===== src/hw/rtl/dira_pkg.sv =====
// dira_pkg: shared types and constants for the dual input ring arbiter.
// No dependencies; imported by the controller, datapath and top level.
package dira_pkg;

  localparam int DATA_W = 64;
  localparam int CNT_W  = 32;
  localparam int PEND_W = 4;
  localparam int LEN_W  = 8;
  localparam int MODE_W = 2;

  localparam int DefRingDepth    = 16;
  localparam int DefMessageBytes = 8;

  typedef enum logic [MODE_W-1:0] {
    MODE_PUB_PTR = 2'd0,
    MODE_PUB_KEY = 2'd1,
    MODE_READ    = 2'd2,
    MODE_STATS   = 2'd3
  } mode_e;

  // Controller to datapath commands.
  typedef struct packed {
    logic load;     // capture the accepted item
    logic exec;     // perform the operation on the rings
    logic present;  // result is on the ports this cycle
  } ctrl_cmd_t;

endpackage


===== src/hw/rtl/dira_ctrl.sv =====
// dira_ctrl: sequencing state machine for the dual input ring arbiter.
// Depends on dira_pkg; drives the datapath through a ctrl_cmd_t.
module dira_ctrl (
  input  logic               clk_i,
  input  logic               rst_ni,
  input  logic               start_i,
  output logic               busy_o,
  output dira_pkg::ctrl_cmd_t cmd_o
);
  import dira_pkg::*;

  typedef enum logic [1:0] {
    ST_IDLE,
    ST_EXEC,
    ST_RESP
  } state_e;

  state_e state_q;
  logic   accept;

  assign busy_o = (state_q == ST_EXEC);
  assign accept = start_i && !busy_o;

  assign cmd_o.load    = accept;
  assign cmd_o.exec    = (state_q == ST_EXEC);
  assign cmd_o.present = (state_q == ST_RESP);

  always_ff @(posedge clk_i or negedge rst_ni) begin
    if (!rst_ni) begin
      state_q <= ST_IDLE;
    end else begin
      unique case (state_q)
        ST_IDLE: begin
          if (accept) state_q <= ST_EXEC;
        end
        ST_EXEC: begin
          state_q <= ST_RESP;
        end
        ST_RESP: begin
          state_q <= accept ? ST_EXEC : ST_IDLE;
        end
        default: begin
          state_q <= ST_IDLE;
        end
      endcase
    end
  end

endmodule


===== src/hw/rtl/dira_dpath.sv =====
// dira_dpath: ring storage, head/tail pointers, drop counters and result regs.
// Depends on dira_pkg; commanded by dira_ctrl.
module dira_dpath #(
  parameter int RING_DEPTH    = dira_pkg::DefRingDepth,
  parameter int MESSAGE_BYTES = dira_pkg::DefMessageBytes
) (
  input  logic                        clk_i,
  input  logic                        rst_ni,
  input  dira_pkg::ctrl_cmd_t         cmd_i,
  input  logic [dira_pkg::MODE_W-1:0] mode_i,
  input  logic [dira_pkg::DATA_W-1:0] payload_i,
  input  logic [dira_pkg::LEN_W-1:0]  read_length_i,
  output logic                        res_valid_o,
  output logic                        done_res_o,
  output logic                        read_source_o,
  output logic [dira_pkg::DATA_W-1:0] read_data_o,
  output logic [dira_pkg::CNT_W-1:0]  pointer_dropped_o,
  output logic [dira_pkg::CNT_W-1:0]  key_dropped_o,
  output logic [dira_pkg::PEND_W-1:0] pointer_pending_o,
  output logic [dira_pkg::PEND_W-1:0] key_pending_o
);
  import dira_pkg::*;

  localparam int AW = $clog2(RING_DEPTH);
  localparam int PW = (AW + 1 > PEND_W) ? AW + 1 : PEND_W;
  localparam logic [AW-1:0]     LastIdx  = AW'(RING_DEPTH - 1);
  localparam logic [PW-1:0]     DepthP   = PW'(RING_DEPTH);
  localparam logic [LEN_W-1:0]  MsgBytes = LEN_W'(MESSAGE_BYTES);
  localparam logic [DATA_W-1:0] WordMask = {DATA_W{1'b1}} >> (DATA_W - 8 * MESSAGE_BYTES);

  function automatic logic [AW-1:0] next_idx(input logic [AW-1:0] i);
    next_idx = (i == LastIdx) ? '0 : i + AW'(1);
  endfunction

  function automatic logic [PEND_W-1:0] pending(input logic [AW-1:0] head,
                                                input logic [AW-1:0] tail);
    logic [PW-1:0] diff;
    if (tail >= head) diff = PW'(tail) - PW'(head);
    else              diff = PW'(tail) + DepthP - PW'(head);
    pending = diff[PEND_W-1:0];
  endfunction

  // Captured item
  logic [MODE_W-1:0] mode_q;
  logic [DATA_W-1:0] payload_q;
  logic [LEN_W-1:0]  len_q;

  // Ring control state
  logic [AW-1:0]    p_head_q, p_tail_q, k_head_q, k_tail_q;
  logic [CNT_W-1:0] p_drop_q, k_drop_q;
  logic             prefer_ptr_q;

  // Storage and read registers
  logic [DATA_W-1:0] p_mem [RING_DEPTH];
  logic [DATA_W-1:0] k_mem [RING_DEPTH];
  logic [DATA_W-1:0] p_rd_q, k_rd_q;

  // Result registers
  logic              done_q, src_q, deliver_q;
  logic [CNT_W-1:0]  pd_q, kd_q;
  logic [PEND_W-1:0] pp_q, kp_q;

  logic [AW-1:0] p_tnext, k_tnext;
  logic p_full, k_full, p_rdy, k_rdy, room_ok, take_key;
  logic p_wr, k_wr, p_rd, k_rd, p_drop, k_drop, do_read, do_stats;

  always_comb begin
    p_tnext  = next_idx(p_tail_q);
    k_tnext  = next_idx(k_tail_q);
    p_full   = (p_tnext == p_head_q);
    k_full   = (k_tnext == k_head_q);
    p_rdy    = (p_head_q != p_tail_q);
    k_rdy    = (k_head_q != k_tail_q);
    room_ok  = (len_q >= MsgBytes);
    take_key = k_rdy && (!p_rdy || !prefer_ptr_q);
    p_wr = 1'b0; k_wr = 1'b0; p_drop = 1'b0; k_drop = 1'b0;
    do_read = 1'b0; do_stats = 1'b0;
    if (cmd_i.exec) begin
      unique case (mode_e'(mode_q))
        MODE_PUB_PTR: begin
          p_wr = !p_full; p_drop = p_full;
        end
        MODE_PUB_KEY: begin
          k_wr = !k_full; k_drop = k_full;
        end
        MODE_READ: begin
          do_read = room_ok && (k_rdy || p_rdy);
        end
        MODE_STATS: begin
          do_stats = 1'b1;
        end
        default: ;
      endcase
    end
    k_rd = do_read && take_key;
    p_rd = do_read && !take_key;
  end

  always_ff @(posedge clk_i) begin
    if (cmd_i.load) begin
      mode_q    <= mode_i;
      payload_q <= payload_i;
      len_q     <= read_length_i;
    end
  end

  always_ff @(posedge clk_i) begin
    if (p_wr) p_mem[p_tail_q] <= payload_q & WordMask;
    if (p_rd) p_rd_q <= p_mem[p_head_q];
  end

  always_ff @(posedge clk_i) begin
    if (k_wr) k_mem[k_tail_q] <= payload_q & WordMask;
    if (k_rd) k_rd_q <= k_mem[k_head_q];
  end

  always_ff @(posedge clk_i or negedge rst_ni) begin
    if (!rst_ni) begin
      p_head_q     <= '0;
      p_tail_q     <= '0;
      k_head_q     <= '0;
      k_tail_q     <= '0;
      p_drop_q     <= '0;
      k_drop_q     <= '0;
      prefer_ptr_q <= 1'b0;
      done_q       <= 1'b0;
      src_q        <= 1'b0;
      deliver_q    <= 1'b0;
      pd_q         <= '0;
      kd_q         <= '0;
      pp_q         <= '0;
      kp_q         <= '0;
    end else begin
      if (p_wr)   p_tail_q <= p_tnext;
      if (k_wr)   k_tail_q <= k_tnext;
      if (p_drop) p_drop_q <= p_drop_q + CNT_W'(1);
      if (k_drop) k_drop_q <= k_drop_q + CNT_W'(1);
      if (k_rd) begin
        k_head_q     <= next_idx(k_head_q);
        prefer_ptr_q <= 1'b1;
      end
      if (p_rd) begin
        p_head_q     <= next_idx(p_head_q);
        prefer_ptr_q <= 1'b0;
      end
      if (cmd_i.exec) begin
        done_q    <= p_wr || k_wr || do_read || do_stats;
        src_q     <= p_rd;
        deliver_q <= do_read;
        pd_q      <= do_stats ? p_drop_q : '0;
        kd_q      <= do_stats ? k_drop_q : '0;
        pp_q      <= do_stats ? pending(p_head_q, p_tail_q) : '0;
        kp_q      <= do_stats ? pending(k_head_q, k_tail_q) : '0;
      end
    end
  end

  assign res_valid_o       = cmd_i.present;
  assign done_res_o        = done_q;
  assign read_source_o     = src_q;
  assign read_data_o       = !deliver_q ? '0 : (src_q ? p_rd_q : k_rd_q);
  assign pointer_dropped_o = pd_q;
  assign key_dropped_o     = kd_q;
  assign pointer_pending_o = pp_q;
  assign key_pending_o     = kp_q;

endmodule


===== src/hw/rtl/dual_input_ring_arbiter.sv =====
// dual_input_ring_arbiter: top level, controller plus ring datapath.
// Depends on dira_pkg, dira_ctrl and dira_dpath.

// Two circular queues (pointer events, key events), each keeping one slot
// empty, merged by a single reader that alternates between them when both
// hold data. An item is taken when start_i is high and busy_o is low; mode_i
// selects publish pointer, publish key, read one message, or stats. Every
// item produces exactly one result, shown for one cycle with res_valid_o
// high; the receiver cannot hold it off, so it must sample on that cycle.
// Sequence: an item is executed in the execution state (pointer compare plus one
// ring memory access with registered read data) and its result appears in
// the next cycle. busy_o is high only during the execution state, so a new
// item may be started in the same cycle a result is shown; the block does
// not take a new item while one is executing. Ring contents are not cleared
// by reset; only entries between head and tail are ever read.
module dual_input_ring_arbiter #(
  parameter int RING_DEPTH    = dira_pkg::DefRingDepth,
  parameter int MESSAGE_BYTES = dira_pkg::DefMessageBytes
) (
  input  logic                        clk_i,
  input  logic                        rst_ni,
  input  logic                        start_i,
  output logic                        busy_o,
  input  logic [dira_pkg::MODE_W-1:0] mode_i,
  input  logic [dira_pkg::DATA_W-1:0] payload_i,
  input  logic [dira_pkg::LEN_W-1:0]  read_length_i,
  output logic                        res_valid_o,
  output logic                        done_res_o,
  output logic                        read_source_o,
  output logic [dira_pkg::DATA_W-1:0] read_data_o,
  output logic [dira_pkg::CNT_W-1:0]  pointer_dropped_o,
  output logic [dira_pkg::CNT_W-1:0]  key_dropped_o,
  output logic [dira_pkg::PEND_W-1:0] pointer_pending_o,
  output logic [dira_pkg::PEND_W-1:0] key_pending_o
);
  import dira_pkg::*;

  ctrl_cmd_t cmd;

  // Sequencer: idle -> execute -> present result
  dira_ctrl u_ctrl (
    .clk_i   (clk_i),
    .rst_ni  (rst_ni),
    .start_i (start_i),
    .busy_o  (busy_o),
    .cmd_o   (cmd)
  );

  // Rings, pointers, drop counters and result registers
  dira_dpath #(
    .RING_DEPTH    (RING_DEPTH),
    .MESSAGE_BYTES (MESSAGE_BYTES)
  ) u_dpath (
    .clk_i             (clk_i),
    .rst_ni            (rst_ni),
    .cmd_i             (cmd),
    .mode_i            (mode_i),
    .payload_i         (payload_i),
    .read_length_i     (read_length_i),
    .res_valid_o       (res_valid_o),
    .done_res_o        (done_res_o),
    .read_source_o     (read_source_o),
    .read_data_o       (read_data_o),
    .pointer_dropped_o (pointer_dropped_o),
    .key_dropped_o     (key_dropped_o),
    .pointer_pending_o (pointer_pending_o),
    .key_pending_o     (key_pending_o)
  );

endmodule


===== config.mk =====
export PLATFORM = sky130hd
export DESIGN_NAME = dual_input_ring_arbiter
export DESIGN_NICKNAME = d
export VERILOG_FILES = /design/src/hw/rtl/dira_pkg.sv /design/src/hw/rtl/dira_ctrl.sv /design/src/hw/rtl/dira_dpath.sv /design/src/hw/rtl/dual_input_ring_arbiter.sv
export SDC_FILE = /design/constraint.sdc
export NUM_CORES = 2
export LEC_CHECK = 0
export BUFFER_PORTS_ARGS = -buffer_cell sky130_fd_sc_hd__buf_2
export CAP_MARGIN = 20
export CORE_MARGIN = 2
export CORE_UTILIZATION = 37
export DETAILED_ROUTE_END_ITERATION = 16
export GPL_TIMING_DRIVEN = 1
export PLACE_DENSITY_LB_ADDON = 0.2
export SYNTH_ARGS = -nofsm -noshare
export SYNTH_HDL_FRONTEND = slang
export SYNTH_HIERARCHICAL = 1
export SYNTH_SLANG_ARGS = --single-unit
export TNS_END_PERCENT = 20

===== constraint.sdc =====
create_clock -name clk_i -period 9 [get_ports clk_i]
set_input_delay 0.45 -clock clk_i [delete_from_list [all_inputs] [get_ports clk_i]]
set_output_delay 0.45 -clock clk_i [all_outputs]
set_load 0.02 [all_outputs]

== After elaboration in Yosys (flattened, before gate mapping) ==
Memory sizes are Yosys's and may differ from the RTL's. A register that Yosys moved wholly into a read port is not among the register bits.
Cells that the tools add are included.

* Register bits: 232
* Memory bits (writable): 2048
* Output and inout bits: 140
* Word-level logic and storage cells: 101
* Memories: 2

* Add/sub/neg operators: 12
* Order comparisons: 3
* Equal/unequal tests: 14
* Mux-type cells: 33
* Reductions and logical operators: 19

{| class="wikitable"
|+ Memories
! name !! words !! width !! read ports !! clocked after memory_dff !! wr ports !! line !! RTL
|-
| u_dpath.k_mem || 16 || 64 || 1 || 1 || 1 || dira_dpath.sv:55 || <nowiki>logic [DATA_W-1:0] k_mem [RING_DEPTH];</nowiki>
|-
| u_dpath.p_mem || 16 || 64 || 1 || 1 || 1 || dira_dpath.sv:54 || <nowiki>logic [DATA_W-1:0] p_mem [RING_DEPTH];</nowiki>
|}

{| class="wikitable"
|+ Operator list
! operator !! count
|-
| $mux W64 || 2
|-
| $add A32 B1 Y32 const B || 2
|-
| $mux W32 || 2
|-
| $mux W4 || 8
|-
| $add A4 B1 Y4 const B || 6
|-
| $mux W1 || 19
|-
| $eq A4 B4 Y1 const B || 4
|-
| $sub A4 B4 Y4 || 4
|-
| $eq A4 B4 Y1 || 2
|-
| $ge A4 B4 Y1 || 2
|-
| $ge A8 B4 Y1 const B || 1
|-
| $ne A4 B4 Y1 || 2
|-
| $eq A2 B2 Y1 const B || 3
|-
| $logic_not A1 Y1 || 6
|-
| $pmux W2 S3 || 1
|-
| $logic_and A1 B1 Y1 || 5
|-
| $logic_or A1 B1 Y1 || 5
|-
| $eq A2 B1 Y1 const B || 2
|-
| $logic_not A2 Y1 || 2
|-
| $mux W2 || 1
|-
| $ne A2 B1 Y1 const B || 1
|-
| $reduce_bool A2 Y1 || 1
|}

== Depth between registers and ports, before layout ==
* Depth after elaboration: 9
* Gate-level depth with buffers: 11
* Gate-level depth less buffers: 8

== Hierarchy ==
The synthesis kept the hierarchy.

{| class="wikitable"
|+ Modules (own cells, without submodules)
! module !! instances !! cells an instance !! area each (sq um) !! seq. area each (sq um)
|-
| dira_dpath || 1 || 4212 || 91338.9 || 71378.5
|-
| dira_ctrl || 1 || 9 || 107.6 || 50.0
|}

== Worst setup path after synthesis ==
OpenSTA, ideal clock, no wires.

* Path kind: reg-to-reg
* From: register u_dpath.p_tail_q[1]
* To: memory u_dpath.p_mem[0][0] (enable)
* Library setup time: 666 ps
* Arrival: 8199 ps
* Data required time: 8334 ps
* Path slack: 135 ps
* Stages on the path, launching flop included: 7
* Path buffers: 0
* Clock period less this slack: 8865 ps
* Path through: dfrtp_1 > ha_1 > a21oi_1 > a211oi_4 > xnor2_2 > o21ai_2 > nor4b_1

* Longest elaborated chain between the ends: 8
* Elaborated cells between the ends (all ways): 9
* Classes of those cells: add/sub (1); eq/ne (2); mux (5); reduce/logical (1)

{| class="wikitable"
|+ RTL lines
! item !! line !! RTL
|-
| from (decl) || dira_dpath.sv:49 || <nowiki>logic [AW-1:0] p_head_q, p_tail_q, k_head_q, k_tail_q;</nowiki>
|-
| from (signal assigned) || dira_dpath.sv:134 || <nowiki>if (p_wr) p_tail_q <= p_tnext;</nowiki>
|-
| $add A4 B1 Y4 / $eq A4 B4 Y1 (equally long branches) || dira_dpath.sv:32 || <nowiki>next_idx = (i == LastIdx) ? '0 : i + AW'(1);</nowiki>
|-
| $mux W4 || dira_dpath.sv:32 ||
|-
| $eq A4 B4 Y1 || dira_dpath.sv:70 || <nowiki>p_full = (p_tnext == p_head_q);</nowiki>
|-
| $logic_not A1 Y1 || dira_dpath.sv:81 || <nowiki>p_wr = !p_full; p_drop = p_full;</nowiki>
|-
| $mux W1 || dira_dpath.sv:79 || <nowiki>unique case (mode_e'(mode_q))</nowiki>
|-
| $mux W1 || dira_dpath.sv:78 || <nowiki>if (cmd_i.exec) begin</nowiki>
|-
| $mux W1 || dira_dpath.sv:108 || <nowiki>if (p_wr) p_mem[p_tail_q] <= payload_q & WordMask;</nowiki>
|-
| $mux W1 (not written as such) || dira_dpath.sv:108 ||
|-
| to (decl) || dira_dpath.sv:54 ||
|}

Parallel ways exist; a longest one is shown, timed or not.

== Final worst setup path ==
* From: register u_ctrl.state_q[1]
* To: memory u_dpath.k_mem[9][58] (enable)

* Longest elaborated chain between the ends: 4

{| class="wikitable"
|+ RTL lines
! item !! line !! RTL
|-
| from (decl) || dira_ctrl.sv:18 || <nowiki>state_e state_q;</nowiki>
|-
| from (signal assigned) || dira_ctrl.sv:40 || <nowiki>state_q <= accept ? ST_EXEC : ST_IDLE;</nowiki>
|-
| $eq A2 B1 Y1 || dira_ctrl.sv:25 || <nowiki>assign cmd_o.exec = (state_q == ST_EXEC);</nowiki>
|-
| $mux W1 || dira_dpath.sv:78 ||
|-
| $mux W1 || dira_dpath.sv:113 || <nowiki>if (k_wr) k_mem[k_tail_q] <= payload_q & WordMask;</nowiki>
|-
| $mux W1 (not written as such) || dira_dpath.sv:113 ||
|-
| to (decl) || dira_dpath.sv:55 ||
|}

Every way passes these cells.

==> metrics.yaml <==
synthesis:
  synthSimpleGateAreaFrac_pct: 2.73
  synth.yosys.seq_area_share_pct: 78.1
  syn_area_um2: 91400
  synth_most_common_cell: "edfxtp_1"
  syn_inst: 4221
  async_flop_share_pct: 6.57
  synthTopCellsByCount: "edfxtp_1, mux4_2, nand2_1, dfrtp_1, clkbuf_1"
  synth-xor-area-share_pct: 0.817
  yosysUniqueCellTypes: 59
  synth_edf_count: 2247
  synth_adder_area_share_pct: 0.317
  yosys_most_used_dff: "edfxtp_1"
  synth.mux.area_fraction_pct: 14.9
  synth_warnings: 6
  synth_top_cell_area_share_pct: 73.8
  synth_compound_area_share_pct: 1.67
  synth_top_area_cell: "edfxtp_1"
  synth.avg_cell_area_um2: 21.7
  synth_top_family_by_area: "multiplexers"
  synth_seq_cells: 2405
  synthesis.nets: 4320
  ys_top_cells_by_area: "edfxtp_1, mux4_2, dfrtp_1, nand2_1, mux2i_1"
die:
  chipWidth_um: 501
  core_um2: 246000
  io_pins: 217
  start_util_pct: 37.2
  die_y_um: 501
  row_count: 182
  dieArea_um2: 251000
setup_path:
  slowest_delay_ns: 0.93
  r2r_end: "u_dpath/k_mem[9][58]$_DFFE_PP_"
  path_max_fanout: 57
  r2r_slack_ns: 3.49
  cp_common_cell: "buf_4"
  critPathCaptureType: "flip-flop"
  slowest_stage: "a21boi_2"
  path_delay_family: "simple AND/OR/NAND/NOR gates"
  r2r_cells: 6
  start_kind: "flip-flop"
  crit_arrival_ns: 6.00
  r2r_start: "u_ctrl/state_q[1]$_DFFE_PN0P_"
  required_ns: 9.50
  critical_path_class: "flip-flop to flip-flop"
  worstPathCellList: "nor2b_4 -> buf_4 -> nor3b_1 -> a21boi_2 -> and4b_4 -> buf_4"
  path_buf_inv: 2
power:
  power.density_nw_per_um2: 270
  vdd_ir_drop_max_v: 0.000223
  total_power_mw: 28.6
  cellLeakagePower_nw: 33.7
sta:
  period_share_pct: 61.2
  hold_slack_ns: 0.126
  fin_skew_ns: 0.0527
  fmax_mhz: 182
  relSlewSlack_pct: 26.7
  hold_viol_final: 0
  setup_ws_ns: 3.49
  finalMaxSlewViolations: 0
  fin_crit_ns: 5.51
  setup_tns_ns: 0
  max_slew.worst_pin.slew_ns: 1.10
  finalSetupViolCount: 0
  rsz0062_at_grt: "false"
outcome:
  outcome: "finished clean"
placed_design:
  dpl_cell_area_um2: 96600
  port_buffers: 213
  routabilityCongestion: 0.719
  place_ws_ns: 3.41
  dpl.hpwl_um: 118000
final_layout:
  drive_above_1_share_pct: 26.7
  fin_area_um2: 106000
  syn2layout_area_growth_pct: 15.8
  final_nets: 4774
  fillCellCount: 21285
clocking:
  htreeDepth: 5
  cts.sinks: 2405
  clk_path_buf_depth: 4
  cts_tree: "done"
  clk_latency_ns: 0.93
  cts_resized: 0
  cts_setup_buffers: 0
  cts-root-buf: "clkbuf_16"
  cts_buffers: 281
  clk_pin_slew_ns: 0.05
routing:
  drtIter0Drc: 4023
  totalWireLength_um: 233000
  wl_per_cell_um: 28.8
  ant_nets: 0
  viasPerCell: 5.35
  via_count: 43251
  drc_errors: 0
  drt_first_pass_iters: 5
grt:
  antenna_found_initial: 13
  grt_pass1_vias: 45213
  grt_pass1_wl_um: 333000
  grt_use_total_pct: 18.5
  grt_overflow: 0
  grt_max_degree: 99
worst_hold_path:
  hp-class: "input port to async pin"
flow_run:
  drv_cap: 0
## timing repair
item / CTS / global route
hold buffers: 73 / 0
setup endpoints to repair: 0 / 0
endpoints found under the hold margin: 150 / 0
## worst max path at each step
stage / start / end / slack, ns / depth (start not counted)
floorplan: u_dpath/p_tail_q[1]$_DFFE_PN0P_ / u_dpath/p_mem[0][0]$_DFFE_PP_ / 0.13 / 6
global placement: u_ctrl/state_q[1]$_DFFE_PN0P_ / u_dpath/k_mem[11][33]$_DFFE_PP_ / 3.51 / 6
detailed placement: u_ctrl/state_q[1]$_DFFE_PN0P_ / u_dpath/k_mem[11][28]$_DFFE_PP_ / 3.41 / 6
CTS: u_ctrl/state_q[1]$_DFFE_PN0P_ / u_dpath/k_mem[1][55]$_DFFE_PP_ / 3.30 / 7
global route: u_ctrl/state_q[0]$_DFFE_PN0P_ / u_dpath/k_mem[9][58]$_DFFE_PP_ / 3.02 / 6
finish: u_ctrl/state_q[1]$_DFFE_PN0P_ / u_dpath/k_mem[9][58]$_DFFE_PP_ / 3.49 / 6
## state kept, by name, summed over array words and instances (netlist names), 5 cells and up
signal and count:
u_dpath/k_drop_q 32, u_dpath/k_mem 1024, u_dpath/k_rd_q 64, u_dpath/key_dropped_o 32, u_dpath/len_q 5, u_dpath/p_drop_q 32
u_dpath/p_mem 1024, u_dpath/p_rd_q 64, u_dpath/payload_q 64, u_dpath/pointer_dropped_o 32
## power breakdown
| part | switching (mW) | total [mW] | internal (mW) |
|---|---|---|---|
| combinational | 2.61 | 5.18 | 2.57 |
| clock | 4.32 | 10.3 | 5.99 |
| sequential | 0.467 | 13.1 | 12.6 |
| total | 7.40 | 28.6 | 21.2 |
## per-layer routing
metal	vias up	track usage, %	routed length [um]
met2	1204	29.7	112000
met5	-	0	26
met4	4	4.56	4710
met3	322	3.11	12300
li1	18197	-	-
met1	23524	26.4	104000
## layout by cell type, fill, tap and decap left out, drive strengths merged, types with 6 or more instances in the layout
| cell type | synthesis | final |
|---|---|---|
| xor2 | 33 | 33 |
| o21ai | 67 | 67 |
| buf | 77 | 318 |
| bufinv | 0 | 7 |
| inv | 99 | 102 |
| a31oi | 68 | 68 |
| nor2b | 9 | 9 |
| edfxtp | 2247 | 2247 |
| nor3 | 24 | 24 |
| dfrtp | 158 | 158 |
| o22ai | 17 | 17 |
| dlygate4sd3 | 0 | 73 |
| clkinvlp | 0 | 8 |
| a211oi | 67 | 67 |
| nor2 | 90 | 90 |
| clkinv | 0 | 94 |
| mux2i | 64 | 64 |
| ha | 20 | 20 |
| nand3 | 24 | 24 |
| a21oi | 8 | 8 |
| and4 | 6 | 6 |
| nand2 | 221 | 221 |
| clkbuf | 143 | 354 |
| xnor2 | 48 | 48 |
| and3 | 25 | 25 |
| nand4 | 18 | 18 |
| and2 | 68 | 68 |
| mux4 | 576 | 576 |
## final cells by class
type,instances,area [um^2],area share [%]
Antenna cell,1,2.50,0.00236
Clock buffer,354,7420,7.01
Clock inverter,112,734,0.694
Inverter,99,382,0.360
Multi-Input combinational cell,1497,18900,17.9
Sequential cell,2405,71500,67.5
Tap cell,3220,4030,3.81
Timing Repair Buffer,391,2900,2.74
## metrics by stage
step | util (%) | instances
after floorplan | - | 4221
after global placement | 39.3 | 7521
after detailed placement | 39.3 | 7522
after CTS | 42.9 | 8061
after global routing | 43.0 | 8079
final | 43.0 | 8079
## cell families (layout without fill, tap and decap cells)
logic type / after synthesis / count (layout)
flops: 2405 / 2405
buf+inv: 319 / 956
other cells: 0 / 1
simple gates: 510 / 510
mux: 645 / 645
fa+ha+maj: 22 / 22
xor+xnor: 82 / 82
compound gates: 238 / 238
No activity file was read; power rests on OpenSTA's default activity.
